==> src/rtl/ckx_pkg.sv <==
// Shared types and constants of the ChaCha20 keystream XOR unit.
`default_nettype none
package ckx_pkg;

  // The four ChaCha constant words, "expand 32-byte k".
  localparam logic [31:0] SIGMA [4] = '{32'h61707865, 32'h3320646e,
                                        32'h79622d32, 32'h6b206574};

  // Configuration register indexes.
  localparam int unsigned CFG_INDEX_W = 3;
  localparam logic [CFG_INDEX_W-1:0] CFG_KEY_WORD_0   = 3'd0;
  localparam logic [CFG_INDEX_W-1:0] CFG_KEY_WORD_1   = 3'd1;
  localparam logic [CFG_INDEX_W-1:0] CFG_KEY_WORD_2   = 3'd2;
  localparam logic [CFG_INDEX_W-1:0] CFG_KEY_WORD_3   = 3'd3;
  localparam logic [CFG_INDEX_W-1:0] CFG_NONCE_VALUE  = 3'd4;
  localparam logic [CFG_INDEX_W-1:0] CFG_START_COUNT  = 3'd5;

  // One classified request on its way from the front part to the back part.
  typedef struct packed {
    logic [7:0]  data;
    logic        last;
    logic [5:0]  offset;
    logic        need_block;
    logic [63:0] counter;
  } ckx_entry_t;

  // Key material that the block generator reads.
  typedef struct packed {
    logic [3:0][63:0] key;
    logic [63:0]      nonce;
  } ckx_key_t;

  // Load of the start counter from the configuration port.
  typedef struct packed {
    logic        load;
    logic [63:0] value;
  } ckx_cfg_load_t;

  // Back part sequencer states.
  typedef enum logic [1:0] {
    BK_SERVE,
    BK_ROUND,
    BK_ADD
  } ckx_back_state_t;

  // Rotate a word left by a nonzero amount.
  function automatic logic [31:0] rotl32(input logic [31:0] v, input logic [4:0] n);
    return (v << n) | (v >> (6'd32 - {1'b0, n}));
  endfunction

endpackage
`default_nettype wire

==> src/rtl/chacha20_keystream_xor_unit.sv <==
// Top level of the ChaCha20 keystream XOR unit.
//
// Each accepted byte is XORed with the next byte of a ChaCha keystream and
// returned with its last-byte mark. Every message starts at the configured
// start counter, and a new 64-byte block is made for each byte at offset 0.
// Bytes inside a block come out at one per cycle while the receiver is
// ready. The first byte of each block waits for the block generator, which
// runs one quarter-round line (one 32-bit add, xor and rotate on all four
// quarter rounds) per cycle. The request queue of QUEUE_DEPTH entries lets
// the input side take up to QUEUE_DEPTH bytes meanwhile before it stalls.
// Configuration writes are taken in every cycle and must be made while the
// unit is idle; unused register indexes are ignored.
`default_nettype none
module chacha20_keystream_xor_unit
  import ckx_pkg::*;
#(
  parameter int unsigned ROUND_COUNT = 20,
  parameter int unsigned QUEUE_DEPTH = 4
) (
  input  wire logic                   clk,
  input  wire logic                   rst_n,
  input  wire logic                   in_valid,
  output logic                        in_ready,
  input  wire logic [7:0]             in_data_byte,
  input  wire logic                   in_last_byte,
  output logic                        out_valid,
  input  wire logic                   out_ready,
  output logic [7:0]                  out_byte,
  output logic                        out_last,
  input  wire logic                   cfg_valid,
  output logic                        cfg_ready,
  input  wire logic [CFG_INDEX_W-1:0] cfg_index,
  input  wire logic [63:0]            cfg_data
);

  logic [63:0]   key_word_r [4];
  logic [63:0]   nonce_r;
  logic          cfg_write;
  ckx_cfg_load_t cfg_load;
  ckx_key_t      key;
  ckx_entry_t    push_entry;
  ckx_entry_t    head;
  logic          push;
  logic          pop;
  logic          queue_full;
  logic          queue_empty;

  assign cfg_ready = 1'b1;
  assign cfg_write = cfg_valid && cfg_ready;

  // Start counter loads go to the front part.
  assign cfg_load.load  = cfg_write && (cfg_index == CFG_START_COUNT);
  assign cfg_load.value = cfg_data;

  // Key and nonce registers.
  always_ff @(posedge clk) begin
    if (!rst_n) begin
      for (int i = 0; i < 4; i++) begin
        key_word_r[i] <= '0;
      end
      nonce_r <= '0;
    end else if (cfg_write) begin
      case (cfg_index)
        CFG_KEY_WORD_0:  key_word_r[0] <= cfg_data;
        CFG_KEY_WORD_1:  key_word_r[1] <= cfg_data;
        CFG_KEY_WORD_2:  key_word_r[2] <= cfg_data;
        CFG_KEY_WORD_3:  key_word_r[3] <= cfg_data;
        CFG_NONCE_VALUE: nonce_r       <= cfg_data;
        default: begin
        end
      endcase
    end
  end

  always_comb begin
    for (int i = 0; i < 4; i++) begin
      key.key[i] = key_word_r[i];
    end
    key.nonce = nonce_r;
  end

  ckx_front u_front (
    .clk          (clk),
    .rst_n        (rst_n),
    .in_valid     (in_valid),
    .queue_full   (queue_full),
    .in_ready     (in_ready),
    .in_data_byte (in_data_byte),
    .in_last_byte (in_last_byte),
    .cfg_load     (cfg_load),
    .push         (push),
    .push_entry   (push_entry)
  );

  ckx_queue #(
    .DEPTH (QUEUE_DEPTH)
  ) u_queue (
    .clk        (clk),
    .rst_n      (rst_n),
    .push       (push),
    .push_entry (push_entry),
    .full       (queue_full),
    .pop        (pop),
    .head       (head),
    .empty      (queue_empty)
  );

  ckx_back #(
    .ROUND_COUNT (ROUND_COUNT)
  ) u_back (
    .clk       (clk),
    .rst_n     (rst_n),
    .key       (key),
    .head      (head),
    .empty     (queue_empty),
    .pop       (pop),
    .out_valid (out_valid),
    .out_ready (out_ready),
    .out_byte  (out_byte),
    .out_last  (out_last)
  );

endmodule
`default_nettype wire

==> src/rtl/ckx_queue.sv <==
// Short request queue between the front part and the back part.
`default_nettype none
module ckx_queue
  import ckx_pkg::*;
#(
  parameter int unsigned DEPTH = 4
) (
  input  wire logic       clk,
  input  wire logic       rst_n,
  input  wire logic       push,
  input  wire ckx_entry_t push_entry,
  output logic            full,
  input  wire logic       pop,
  output ckx_entry_t      head,
  output logic            empty
);

  localparam int unsigned PW = (DEPTH > 1) ? $clog2(DEPTH) : 1;
  localparam int unsigned CW = $clog2(DEPTH + 1);

  ckx_entry_t       mem_r [DEPTH];
  logic [PW-1:0]    wr_ptr_r, wr_ptr_nxt;
  logic [PW-1:0]    rd_ptr_r, rd_ptr_nxt;
  logic [CW-1:0]    count_r, count_nxt;

  assign full  = (count_r == CW'(DEPTH));
  assign empty = (count_r == '0);
  assign head  = mem_r[rd_ptr_r];

  // Pointer and fill count updates, wrapping at the queue depth.
  always_comb begin
    wr_ptr_nxt = wr_ptr_r;
    rd_ptr_nxt = rd_ptr_r;
    count_nxt  = count_r;
    if (push) begin
      wr_ptr_nxt = (wr_ptr_r == PW'(DEPTH - 1)) ? '0 : wr_ptr_r + 1'b1;
    end
    if (pop) begin
      rd_ptr_nxt = (rd_ptr_r == PW'(DEPTH - 1)) ? '0 : rd_ptr_r + 1'b1;
    end
    if (push && !pop) begin
      count_nxt = count_r + 1'b1;
    end else if (pop && !push) begin
      count_nxt = count_r - 1'b1;
    end
  end

  always_ff @(posedge clk) begin
    if (!rst_n) begin
      wr_ptr_r <= '0;
      rd_ptr_r <= '0;
      count_r  <= '0;
    end else begin
      wr_ptr_r <= wr_ptr_nxt;
      rd_ptr_r <= rd_ptr_nxt;
      count_r  <= count_nxt;
    end
  end

  // Entry storage needs no reset.
  always_ff @(posedge clk) begin
    if (push) begin
      mem_r[wr_ptr_r] <= push_entry;
    end
  end

endmodule
`default_nettype wire

==> src/rtl/ckx_front.sv <==
// Front part: accepts byte requests, tracks offset and block counter.
`default_nettype none
module ckx_front
  import ckx_pkg::*;
(
  input  wire logic          clk,
  input  wire logic          rst_n,
  input  wire logic          in_valid,
  input  wire logic          queue_full,
  output logic               in_ready,
  input  wire logic [7:0]    in_data_byte,
  input  wire logic          in_last_byte,
  input  wire ckx_cfg_load_t cfg_load,
  output logic               push,
  output ckx_entry_t         push_entry
);

  logic [5:0]  byte_offset_r, byte_offset_nxt;
  logic [63:0] block_counter_r, block_counter_nxt;
  logic [63:0] start_counter_r, start_counter_nxt;
  logic        first_of_block;

  assign in_ready       = !queue_full;
  assign push           = in_valid && in_ready;
  assign first_of_block = (byte_offset_r == '0);

  // Classify the request: its place in the block and whether a block is due.
  always_comb begin
    push_entry.data       = in_data_byte;
    push_entry.last       = in_last_byte;
    push_entry.offset     = byte_offset_r;
    push_entry.need_block = first_of_block;
    push_entry.counter    = block_counter_r;
  end

  // Offset and counter advance; the last byte restarts the message.
  always_comb begin
    byte_offset_nxt   = byte_offset_r;
    block_counter_nxt = block_counter_r;
    start_counter_nxt = start_counter_r;
    if (push) begin
      byte_offset_nxt = byte_offset_r + 1'b1;
      if (first_of_block) begin
        block_counter_nxt = block_counter_r + 64'd1;
      end
      if (in_last_byte) begin
        byte_offset_nxt   = '0;
        block_counter_nxt = start_counter_r;
      end
    end
    if (cfg_load.load) begin
      start_counter_nxt = cfg_load.value;
      block_counter_nxt = cfg_load.value;
    end
  end

  always_ff @(posedge clk) begin
    if (!rst_n) begin
      byte_offset_r   <= '0;
      block_counter_r <= '0;
      start_counter_r <= '0;
    end else begin
      byte_offset_r   <= byte_offset_nxt;
      block_counter_r <= block_counter_nxt;
      start_counter_r <= start_counter_nxt;
    end
  end

endmodule
`default_nettype wire

==> src/rtl/ckx_back.sv <==
// Back part: iterative ChaCha block generator and the output XOR stage.
`default_nettype none
module ckx_back
  import ckx_pkg::*;
#(
  parameter int unsigned ROUND_COUNT = 20
) (
  input  wire logic       clk,
  input  wire logic       rst_n,
  input  wire ckx_key_t   key,
  input  wire ckx_entry_t head,
  input  wire logic       empty,
  output logic            pop,
  output logic            out_valid,
  input  wire logic       out_ready,
  output logic [7:0]      out_byte,
  output logic            out_last
);

  localparam int unsigned RCW = $clog2(ROUND_COUNT);
  localparam logic [4:0] ROT_STEP0 = 5'd16;
  localparam logic [4:0] ROT_STEP1 = 5'd12;
  localparam logic [4:0] ROT_STEP2 = 5'd8;
  localparam logic [4:0] ROT_STEP3 = 5'd7;

  ckx_back_state_t state_r, state_nxt;
  logic [31:0]     w_r [16];
  logic [31:0]     ks_r [16];
  logic [31:0]     init_w [16];
  logic [31:0]     w_step [16];
  logic [1:0]      step_r;
  logic [RCW-1:0]  round_r;
  logic            gen_done_r;
  logic            out_valid_r;
  logic [7:0]      out_byte_r;
  logic            out_last_r;
  logic            out_free;
  logic            do_start;
  logic            last_step;
  logic [31:0]     ks_word;
  logic [7:0]      ks_byte;

  assign out_valid = out_valid_r;
  assign out_byte  = out_byte_r;
  assign out_last  = out_last_r;
  assign out_free  = !out_valid_r || out_ready;
  assign last_step = (step_r == 2'd3) && (round_r == RCW'(ROUND_COUNT - 1));

  // Initial state words for the block of the request at the queue head.
  always_comb begin
    for (int i = 0; i < 4; i++) begin
      init_w[i]         = SIGMA[i];
      init_w[4 + 2 * i] = key.key[i][31:0];
      init_w[5 + 2 * i] = key.key[i][63:32];
    end
    init_w[12] = head.counter[31:0];
    init_w[13] = head.counter[63:32];
    init_w[14] = key.nonce[31:0];
    init_w[15] = key.nonce[63:32];
  end

  // One quarter-round line on all four quarter rounds: one add, xor, rotate.
  always_comb begin
    logic [3:0]  ia, ib, ic, id, ix, iy, iz;
    logic [4:0]  rot;
    logic [31:0] sum;
    for (int i = 0; i < 16; i++) begin
      w_step[i] = w_r[i];
    end
    for (int q = 0; q < 4; q++) begin
      ia = 4'(q);
      ib = round_r[0] ? 4'(4 + ((q + 1) & 3))  : 4'(4 + q);
      ic = round_r[0] ? 4'(8 + ((q + 2) & 3))  : 4'(8 + q);
      id = round_r[0] ? 4'(12 + ((q + 3) & 3)) : 4'(12 + q);
      case (step_r)
        2'd0: begin
          ix = ia; iy = ib; iz = id; rot = ROT_STEP0;
        end
        2'd1: begin
          ix = ic; iy = id; iz = ib; rot = ROT_STEP1;
        end
        2'd2: begin
          ix = ia; iy = ib; iz = id; rot = ROT_STEP2;
        end
        default: begin
          ix = ic; iy = id; iz = ib; rot = ROT_STEP3;
        end
      endcase
      sum        = w_r[ix] + w_r[iy];
      w_step[ix] = sum;
      w_step[iz] = rotl32(w_r[iz] ^ sum, rot);
    end
  end

  // Keystream byte for the request at the head.
  assign ks_word = ks_r[head.offset[5:2]];
  assign ks_byte = ks_word[{head.offset[1:0], 3'b000} +: 8];

  // Next state.
  always_comb begin
    state_nxt = state_r;
    case (state_r)
      BK_SERVE: begin
        if (do_start) begin
          state_nxt = BK_ROUND;
        end
      end
      BK_ROUND: begin
        if (last_step) begin
          state_nxt = BK_ADD;
        end
      end
      BK_ADD: begin
        state_nxt = BK_SERVE;
      end
      default: begin
        state_nxt = BK_SERVE;
      end
    endcase
  end

  // Sequencer outputs: start a block or hand the head request out.
  always_comb begin
    do_start = 1'b0;
    pop      = 1'b0;
    case (state_r)
      BK_SERVE: begin
        if (!empty) begin
          if (head.need_block && !gen_done_r) begin
            do_start = 1'b1;
          end else if (out_free) begin
            pop = 1'b1;
          end
        end
      end
      default: begin
        do_start = 1'b0;
        pop      = 1'b0;
      end
    endcase
  end

  // Control registers.
  always_ff @(posedge clk) begin
    if (!rst_n) begin
      state_r     <= BK_SERVE;
      step_r      <= '0;
      round_r     <= '0;
      gen_done_r  <= 1'b0;
      out_valid_r <= 1'b0;
    end else begin
      state_r <= state_nxt;
      if (do_start) begin
        step_r  <= '0;
        round_r <= '0;
      end else if (state_r == BK_ROUND) begin
        step_r <= step_r + 1'b1;
        if (step_r == 2'd3) begin
          round_r <= round_r + 1'b1;
        end
      end
      if (state_r == BK_ADD) begin
        gen_done_r <= 1'b1;
      end else if (pop) begin
        gen_done_r <= 1'b0;
      end
      if (pop) begin
        out_valid_r <= 1'b1;
      end else if (out_ready) begin
        out_valid_r <= 1'b0;
      end
    end
  end

  // Working state, keystream block and output payload.
  always_ff @(posedge clk) begin
    if (do_start) begin
      w_r <= init_w;
    end else if (state_r == BK_ROUND) begin
      w_r <= w_step;
    end
    if (state_r == BK_ADD) begin
      for (int i = 0; i < 16; i++) begin
        ks_r[i] <= w_r[i] + init_w[i];
      end
    end
    if (pop) begin
      out_byte_r <= head.data ^ ks_byte;
      out_last_r <= head.last;
    end
  end

endmodule
`default_nettype wire

==> config.mk <==
export PLATFORM = sky130hd
export DESIGN_NAME = chacha20_keystream_xor_unit
export DESIGN_NICKNAME = d
export VERILOG_FILES = /design/src/rtl/ckx_pkg.sv /design/src/rtl/chacha20_keystream_xor_unit.sv /design/src/rtl/ckx_queue.sv /design/src/rtl/ckx_front.sv /design/src/rtl/ckx_back.sv
export SDC_FILE = /design/constraint.sdc
export NUM_CORES = 2
export LEC_CHECK = 0
export BUFFER_PORTS_ARGS = -buffer_cell sky130_fd_sc_hd__buf_2
export CAP_MARGIN = 30
export CORE_ASPECT_RATIO = 0.6
export CORE_UTILIZATION = 70
export CTS_CLUSTER_DIAMETER = 150
export CTS_CLUSTER_SIZE = 8
export DETAILED_ROUTE_END_ITERATION = 12
export PLACE_DENSITY = 0.87
export SLEW_MARGIN = 20
export SYNTH_ARGS = -nofsm -noshare
export SYNTH_HDL_FRONTEND = slang
export SYNTH_SLANG_ARGS = --single-unit
==> constraint.sdc <==
create_clock -name clk -period 42.2 [get_ports clk]
set_input_delay 4.22 -clock clk [delete_from_list [all_inputs] [get_ports clk]]
set_output_delay 4.22 -clock clk [all_outputs]
set_load 0.02 [all_outputs]
==> results of run 1 <==
-- synthesized netlist by cell type, types with 250 or more instances --
cell type	number
a21oi_1	1161
clkbuf_1	675
o21ai_0	780
edfxtp_1	1481
dfxtp_1	346
nor2_1	1200
nand3_1	283
xnor2_1	444
and2_1	377
mux4_2	401
a211oi_1	250
ha_1	516
nand2_1	1580
mux2i_1	357
-- cell families after synthesis --
kind of cell,count (synthesis),share of synthesized area [%]
xor+xnor,695,5.014
simple gates,4367,15.51
fa+ha+maj,533,5.292
mux,854,10.66
compound gates,3982,20.24
flops,1827,40.02
buf+inv,1081,3.256
other cells,1,0.002920
-- per-layer routing --
metal  global-route usage [%]  overflow
met1                    85.42         5
met2                    90.10        43
met3                    76.43         5
met4                    69.15        33
met5                    61.41         2
-- through the flow --
stage / cell area (um^2) / utilization, % / std cells / worst slack [ns] / hold WS, ns
after global placement: 131700 / 72.45 / 15340 / 32.31 / 0.4378
after detailed placement: 132200 / 72.70 / 15380 / 32.08 / 0.4467
after CTS: 140000 / 77.02 / 15840 / 32.03 / 0.4598
after floorplan: 128400 / - / 13340 / 17.84 / 0.4312
==> impl_metrics.env, run 1 <==
export IMPL_status="aborted with a tool error"
export IMPL_stop_stage="5_1_grt"
export IMPL_tool_error="[ERROR GRT-0232] Routing congestion too high. Check the congestion heatmap in the GUI."
export IMPL_ys_flop_type="edfxtp_1"
export IMPL_ys_types=106
export IMPL_cts_path_max_buffers=4
export IMPL_die_x_um=555.0
export IMPL_grt_start_max_net_pins=171
export IMPL_ctsResizeCount=0
export IMPL_cts_root_buf="clkbuf_16"
export IMPL_synth_area_um2=128400
export IMPL_grt_use_total_pct=81.94
export IMPL_gp_congestion=1.404
export IMPL_htreeDepth=5
export IMPL_yosysSeqAreaShare_pct=40.02
export IMPL_synth_enable_flop_cells=1481
export IMPL_io_pins=93
export IMPL_cts_sinks=1827
export IMPL_syn_avg_cell_area_um2=9.628
export IMPL_postCtsSetupRepairBufs=0
export IMPL_overflow=88
export IMPL_hpwl_um=514300
export IMPL_cts_hold_buf=0
export IMPL_start_util_pct=70.64
export IMPL_ys_ff_latch=1827
export IMPL_ys_top_cells_by_area="edfxtp_1, mux4_2, dfxtp_1, ha_1, nand2_1"
export IMPL_synth_top_cell_by_area="edfxtp_1"
export IMPL_synthCells=13340
export IMPL_port_buffers=91
export IMPL_asyncSetResetFlopFracSynth_pct=0
export IMPL_die_height_um=333.8
export IMPL_num_rows=121
export IMPL_synth_top_area_share_pct=34.63
export IMPL_synthesis_nets=13950
export IMPL_cts_buffers=270
export IMPL_yosysWarnings=0
==> inputs of run 2 (changes only) <==
--- a/config.mk
+++ b/config.mk
@@ -7,12 +7,9 @@
 export LEC_CHECK = 0
 export BUFFER_PORTS_ARGS = -buffer_cell sky130_fd_sc_hd__buf_2
 export CAP_MARGIN = 30
-export CORE_ASPECT_RATIO = 0.6
-export CORE_UTILIZATION = 70
-export CTS_CLUSTER_DIAMETER = 150
-export CTS_CLUSTER_SIZE = 8
+export CORE_UTILIZATION = 40
 export DETAILED_ROUTE_END_ITERATION = 12
-export PLACE_DENSITY = 0.87
+export PLACE_DENSITY_LB_ADDON = 0.15
 export SLEW_MARGIN = 20
 export SYNTH_ARGS = -nofsm -noshare
 export SYNTH_HDL_FRONTEND = slang
==> run 2 against run 1 <==
Net effect: the flow now finishes without violations; synthesized area stayed put; synthesized cell count is the same.
==> impl_metrics.env, run 2 <==
export IMPL_antenna_found_initial=56
export IMPL_die_height_um=568.7
export IMPL_route_met3_wl_um=87950
export IMPL_start_kind="register"
export IMPL_htreeDepth=4
export IMPL_drive_gt1_share_pct=12.74
export IMPL_period_share_pct=26.28
export IMPL_clkSlewWorstSetupHoldPaths_ns=0.07
export IMPL_top_layer_used="met5"
export IMPL_cts_hold_buf=0
export IMPL_dp_cells=17320
export IMPL_period_needed_ns=11.09
export IMPL_postCtsSetupRepairBufs=0
export IMPL_ys_flop_type="edfxtp_1"
export IMPL_criticalPathCategory="register to register"
export IMPL_grt_use_total_pct=46.10
export IMPL_final_seq_area_um2=51410
export IMPL_synth_area_um2=128400
export IMPL_synthCells=13340
export IMPL_endpoint_kind="register"
export IMPL_yosysWarnings=0
export IMPL_die_area_um2=323400
export IMPL_grt_pass1_vias=113000
export IMPL_drv_cap=0
export IMPL_synth_top_cell_by_area="edfxtp_1"
export IMPL_synthesis_nets=13950
export IMPL_cts_tree="built"
export IMPL_drc=0
export IMPL_ys_types=106
export IMPL_drt_pass1_iterations=6
export IMPL_fin_util_pct=44.93
export IMPL_final_cells=17830
export IMPL_start_util_pct=40.28
export IMPL_timing_slew_headroom_pct=9.622
export IMPL_cts_path_max_buffers=4
export IMPL_grt_pass1_wl_um=1014000
export IMPL_yosysSeqAreaShare_pct=40.02
export IMPL_ys_ff_latch=1827
export IMPL_fp_coreArea_um2=318800
export IMPL_route_met2_wl_um=307500
export IMPL_final_max_slew_viol_count=0
export IMPL_synth_top_area_share_pct=34.63
export IMPL_vias_per_cell=6.936
export IMPL_die_x_um=568.7
export IMPL_nets=13890
export IMPL_vias=123600
export IMPL_cts_buffers=212
export IMPL_multi_input_area_um2=73770
export IMPL_worstPathMaxFanout=62
export IMPL_port_buffers=91
export IMPL_fmax_ghz=0.09017
export IMPL_fill_cells=30450
export IMPL_asyncSetResetFlopFracSynth_pct=0
export IMPL_fin_tns_setup_ns=0
export IMPL_whs_ns=0.4559
export IMPL_hold_viol=0
export IMPL_crit_required_ns=42.88
export IMPL_ys_top_cells_by_area="edfxtp_1, mux4_2, dfxtp_1, ha_1, nand2_1"
export IMPL_routedWlPerCell_um=43.03
export IMPL_top_regs="u_back.ks_r x512, u_back.w_r x512, u_queue.mem_r x320"
export IMPL_synth_most_common_cell="nand2_1"
export IMPL_hp_class="register to register"
export IMPL_overflow=0
export IMPL_num_rows=207
export IMPL_fin_skew_ns=0.1889
export IMPL_cts_sinks=1827
export IMPL_drt_wl_total_um=767000
export IMPL_syn_avg_cell_area_um2=9.628
export IMPL_io_pins=93
export IMPL_critPathArrivalTime_ns=11.77
export IMPL_grt_start_max_net_pins=169
export IMPL_drt_met1_wl_um=291400
export IMPL_synth_enable_flop_cells=1481
export IMPL_synth_commonest_cells="nand2_1, edfxtp_1, nor2_1, a21oi_1, o21ai_0"
export IMPL_antenna_left=0
export IMPL_tightest_slew_ns=1.356
export IMPL_final_common_cell="nand2_1"
export IMPL_most_common_layout_cells="nand2_1, edfxtp_1, nor2_1"
export IMPL_gp_congestion=1.135
export IMPL_setup_viol_count_final=0
export IMPL_status="finished clean"
export IMPL_area_delta_synth_final_pct=11.54
export IMPL_drtIter0Drc=19420
export IMPL_reg2reg_slack_ns=31.11
export IMPL_hpwl_um=597900
export IMPL_cts_root_buf="clkbuf_16"
export IMPL_rsz0062_at_grt="no"
export IMPL_clkLatencyLatePin_ns=1.02
export IMPL_ctsResizeCount=0
-- run 2: final cells by class --
type / instances / area share, %
diodes: 80 / 0.1397
clock buffers: 279 / 3.983
clock inverters: 118 / 1.035
inverters: 203 / 0.5476
multi-input cells: 10430 / 51.49
flip-flops and latches: 1827 / 35.89
well taps: 4284 / 3.741
repair buffers: 602 / 3.175
-- run 2: through the flow --
step           worst slack (ns)  area (um^2)
2_1_floorplan             17.84       128400
3_3_place_gp              31.80       134900
3_5_place_dp              31.96       135600
4_1_cts                   31.89       142800
5_1_grt                   31.37       143100
6_report                  31.11       143300
-- run 2: cells by family after synthesis --
logic type	share of synthesized area, %
XOR/XNOR	5.014
AND/OR/NAND/NOR	15.51
other	0.002920
multiplexers	10.66
AO/OA/AOI/OAI	20.24
adder cells (fa/ha/maj)	5.292
buffers and inverters	3.256
flip-flops	40.02
-- run 2: worst paths after layout --
check                                            startpoint                          end  cells after the start
worst max-delay path                       u_back.step_r[0]              u_back.w_r[322]                     21
worst min-delay path            u_front.start_counter_r[13]  u_front.start_counter_r[13]                      2
worst max register to register             u_back.step_r[0]              u_back.w_r[322]                     21
worst min register to register  u_front.start_counter_r[13]  u_front.start_counter_r[13]                      2
-- run 2: worst max-delay path: stages, from the launching register on --
cell	delay, ns
dfxtp_4	0.68
inv_4	0.10
ha_1	0.41
nor2_4	0.34
buf_4	0.67
buf_4	0.62
buf_4	0.74
mux4_2	0.45
ha_1	0.43
o21ai_0	0.19
or4b_1	0.65
nor4_1	0.66
buf_2	0.30
o21a_1	0.27
nor3_1	0.17
xnor2_1	0.95
xor2_1	0.53
a21oi_1	0.53
mux2i_1	0.39
o211ai_1	0.90
o22ai_1	0.32
o32a_1	0.42
-- run 2: routing by layer --
metal | up-vias | GRT usage (%)
met5 | - | 0
li1 | 50460 | -
met2 | 9091 | 63.96
met1 | 62150 | 58.65
met4 | 16 | 39.99
met3 | 1930 | 12.96
Power of run 2 is left out: the tool's default activity adds up to more than one toggle a clock period on the data nets, which glitch-free logic cannot reach.
